$ cat config.mk
export PLATFORM = sky130hd
export DESIGN_NAME = flcb_ram
export DESIGN_NICKNAME = d
export VERILOG_FILES = /design/src/rtl/core/flcb_ram.sv
export SDC_FILE = /design/constraint.sdc
export NUM_CORES = 1
export LEC_CHECK = 0
export CAP_MARGIN = 15
export CORE_ASPECT_RATIO = 1.4
export CORE_MARGIN = 5
export CORE_UTILIZATION = 40
export DETAILED_ROUTE_END_ITERATION = 10
export DONT_BUFFER_PORTS = 1
export HOLD_SLACK_MARGIN = 0.03
export PLACE_DENSITY = 0.5
export SYNTH_ARGS = -nofsm -noshare
export SYNTH_HDL_FRONTEND = slang
export SYNTH_SLANG_ARGS = --single-unit
$ cat constraint.sdc
create_clock -name clk_i -period 2.11 [get_ports clk_i]
set_input_delay 0.3165 -clock clk_i [delete_from_list [all_inputs] [get_ports clk_i]]
set_output_delay 0.3165 -clock clk_i [all_outputs]
set_load 0.05 [all_outputs]
$ cat src/rtl/core/flcb_ram.sv
// Simple dual-port synchronous RAM with registered read data.
module flcb_ram #(
  parameter int unsigned W  = 8,
  parameter int unsigned D  = 16,
  parameter int unsigned AW = (D > 1) ? $clog2(D) : 1
) (
  input  logic          clk_i,
  input  logic          we_i,
  input  logic [AW-1:0] waddr_i,
  input  logic [W-1:0]  wdata_i,
  input  logic          re_i,
  input  logic [AW-1:0] raddr_i,
  output logic [W-1:0]  rdata_o
);
  logic [W-1:0] mem [D];
  logic [W-1:0] rdata_q;

  always_ff @(posedge clk_i) begin
    if (we_i) begin
      mem[waddr_i] <= wdata_i;
    end
    if (re_i) begin
      rdata_q <= mem[raddr_i];
    end
  end

  assign rdata_o = rdata_q;
endmodule

==> metrics list <==
- Of the synthesized area, sequential elements account for 0.781.
- Summed over all cells, the static leakage comes to 2.01 nW.
- Clock root buffer: sky130_fd_sc_hd__clkbuf_16
- In this run the tool buffered the top-level ports with 0 buffer cells.
* Critical Path Source Type: flip-flop
* Count of antenna-violating nets left after detailed routing: 0
- Subtracting the final worst setup slack from the clock period gives 1.51 ns.
* Period Utilization, post-route: 0.718
- Global routing finished with a remaining overflow of 0.
- Of all nets on the critical path, the largest fanout is 1.
- RSZ-0062 raised after global routing: false
* Antenna violations before repair: 0
- Clock latency on the worst-skew pair, taken at its later pin, is 0.40 ns.
- Post-synth top area share: 0.781
- The startpoint identified for the worst register-to-register timing path is mem[1][0]$_DFFE_PP_.
- In the final layout, the share of cells above drive strength 1 is 0.236.
* Combined flip-flop and latch cell area: 4080 µm²
* RePlAce Congestion: 0.725
- Measured along the x axis, the die boundary spans 107 µm.
- Dividing the detail-routed via count by the number of cells gives 5.48.
- Wires add up to 10.7 mm.
- For this run, the total global-route usage over all layers was measured as 0.150.
- Crit path capture type: flip-flop
- Once layout is done, the placed cells without fillers occupy 6100 µm².
* Number of iterations in the first detailed-routing pass: 4
* Run status: finished clean
- In the final layout, the multi-input gates occupy 1060 µm².
* Async set-or-reset flop fraction in the synthesized netlist: 0
- After synthesis the netlist holds a flip-flop and latch count of 136.
- Pin slew with the least headroom to its limit: 0.641 ns
- The critical path is of the flip-flop to flip-flop type.
* Number of endpoints failing setup at the final stage: 0
- Post-synth cell types: 18
- Type of the worst min-delay path: input pin to flip-flop
- Mapped cell area: 5230 µm²
- The worst-case IR drop observed on VDD is 0.000473 V.
- Post-Synthesis Mean Instance Area: 22.8 µm²
- Cell Pwr Density: 971 nW/µm²
* Clock skew: 0.00602 ns
* Highest clock frequency the design can meet: 660 MHz
- Total power draw: 5.92 mW
- TritonCTS buffer count: 17
- In this run the number of H-tree levels came out at 4.
- Clock transition at the registers of the reported paths: 0.05 ns
* Number of clock sinks seen by CTS: 136
- Via count: 2,371
- Detailed-route wire length per cell: 24.8 µm
- The clock passes through at most 2 buffers.
* Largest cells by area after synthesis: sky130_fd_sc_hd__edfxtp_1 (78%), sky130_fd_sc_hd__mux4_2 (7.8%), sky130_fd_sc_hd__mux4_1 (7.0%), sky130_fd_sc_hd__a22oi_1 (2.3%), sky130_fd_sc_hd__nor2_1 (0.93%)
- Largest net degree at the start of global routing: 33
* Number of violations reported at the end of detailed-routing iteration 0: 143
- The total area inside the core boundary comes to 12,800 µm².
- Net count, final: 287
- The tool flagged a number of max-cap violations equal to 0.
* Worst-case headroom to the max-slew limit: 0.571
* Core Util, Final: 0.476
- Post-synthesis to final-layout area growth: 16.7%
- TritonCTS built the clock tree.
* Number of placement rows: 49
- Worst reg2reg endpoint: rdata_o[0]$_DFFE_PP_
- For the final routed database, the setup TNS stands at 0 ns.
- The largest total area in the synthesized netlist belongs to sky130_fd_sc_hd__edfxtp_1.
* Post-synth net total: 248
- Termination of the worst setup path: rdata_o[0]$_DFFE_PP_
- Library cell with the highest instance count after synthesis: sky130_fd_sc_hd__edfxtp_1
* Critical Path Start: mem[1][0]$_DFFE_PP_
* Worst reg-to-reg path cell count: 3
- Number of synthesized flops with an enable pin: 136
- The die is 145 µm tall.
- Filler cell count: 1,054
* Total cell area at the placement stage: 5490 µm²
- Number of global-route vias before repair: 2,586
- For this run, the leading register cell type out of synthesis is sky130_fd_sc_hd__edfxtp_1.
* # IOs: 27
- STA puts the critical path data required time at 2.25 ns.
- Counting every instance in the synthesized netlist gives 229.
* Detail Placement HPWL: 6.82 mm
- The first global-routing pass estimated 16.5 mm of wire.
- Across all register-to-register paths, the minimum setup slack is 0.60 ns.
- DRC violation count after routing: 0
* Arrival @ worst endpoint: 1.65 ns
* Synth Warn #: 0
* Ant. Diodes: 0
- Die area: 15,500 µm²
* Starting density of the core: 0.408
- The final-report hold violation count came to 0.
* Commonest cells in the netlist: sky130_fd_sc_hd__edfxtp_1 (136), sky130_fd_sc_hd__mux4_2 (18), sky130_fd_sc_hd__a22oi_1 (16)
* Final max-slew violation count: 0
- In this run the post-CTS setup repair buffer count came out at 0.
[registers in the layout, summed over array words and instances, names as in the netlist]
| register | cells |
|---|---|
| rdata_o | 8 |
| mem | 128 |
[report_power, final]
group / total [mW] / internal (mW) / switching, mW
Combinational: 0.222 / 0.106 / 0.115
Clock: 2.59 / 1.58 / 1.01
Sequential: 3.11 / 3.05 / 0.0628
Total: 5.92 / 4.74 / 1.19
[placed cells by master, fill, tap and decap left out, drive strengths merged]
master | synthesis | routed
or3b | 1 | 1
clkinv | 0 | 9
nor2 | 13 | 13
edfxtp | 136 | 136
bufinv | 0 | 1
nand3b | 2 | 2
a22oi | 16 | 16
and2b | 1 | 1
nand2 | 9 | 9
clkinvlp | 0 | 2
nand3 | 1 | 1
dlygate4sd3 | 0 | 9
nor3 | 4 | 4
nor2b | 1 | 1
buf | 7 | 21
clkbuf | 0 | 19
mux4 | 32 | 32
and2 | 1 | 1
nand2b | 2 | 2
[per-stage QoR]
step / setup WS [ns] / hold WS (ns) / instances
final: 0.596 / 0.286 / 433
after detailed placement: 0.575 / 0.416 / 393
after floorplan: 0.301 / 0.415 / 229
after CTS: 0.568 / 0.269 / 433
after global routing: 0.542 / 0.280 / 433
after global placement: 0.604 / 0.416 / 393
[logic make-up (layout without fill, tap and decap cells)]
| group | Yosys count | in the layout | share of synthesized area |
|---|---|---|---|
| AND/OR/NAND/NOR | 35 | 35 | 0.0314 |
| buffers and inverters | 10 | 61 | 0.0165 |
| AO/OA/AOI/OAI | 16 | 16 | 0.0230 |
| multiplexers | 32 | 32 | 0.148 |
| flip-flops | 136 | 136 | 0.781 |
[worst min path at each step]
stage / start / to / cells after the start
after CTS: waddr_i[0] / mem[0][0]$_DFFE_PP_ / 2
after floorplan: wdata_i[0] / mem[0][0]$_DFFE_PP_ / 0
after detailed placement: wdata_i[5] / mem[6][5]$_DFFE_PP_ / 0
final: waddr_i[0] / mem[4][2]$_DFFE_PP_ / 2
after global placement: wdata_i[3] / mem[10][3]$_DFFE_PP_ / 0
after global routing: waddr_i[0] / mem[0][0]$_DFFE_PP_ / 2
[worst max-delay path, stage by stage (launching register included)]
cell	delay, ns
sky130_fd_sc_hd__edfxtp_1	0.36
sky130_fd_sc_hd__mux4_1	0.53
sky130_fd_sc_hd__a22oi_1	0.24
sky130_fd_sc_hd__nand2_1	0.12
[layout make-up]
type                    count  area share
flip-flops and latches    136       0.670
well taps                 153      0.0314
multi-input cells          83       0.173
clock inverters            12      0.0142
repair buffers             30      0.0406
clock buffers              19      0.0710
[metal layers]
layer,vias up,GRT usage,part of all wire
li1,1057,-,-
met1,1237,0.190,0.43
met2,66,0.243,0.52
met3,11,0.0404,0.037
met4,0,0.0614,0.013
met5,-,0,0
[repair_timing]
item	in CTS	in global routing
hold buffers	9	0
resized for setup	0	0
hold endpoints to repair	136	0
(Power assumes the default switching activity.)
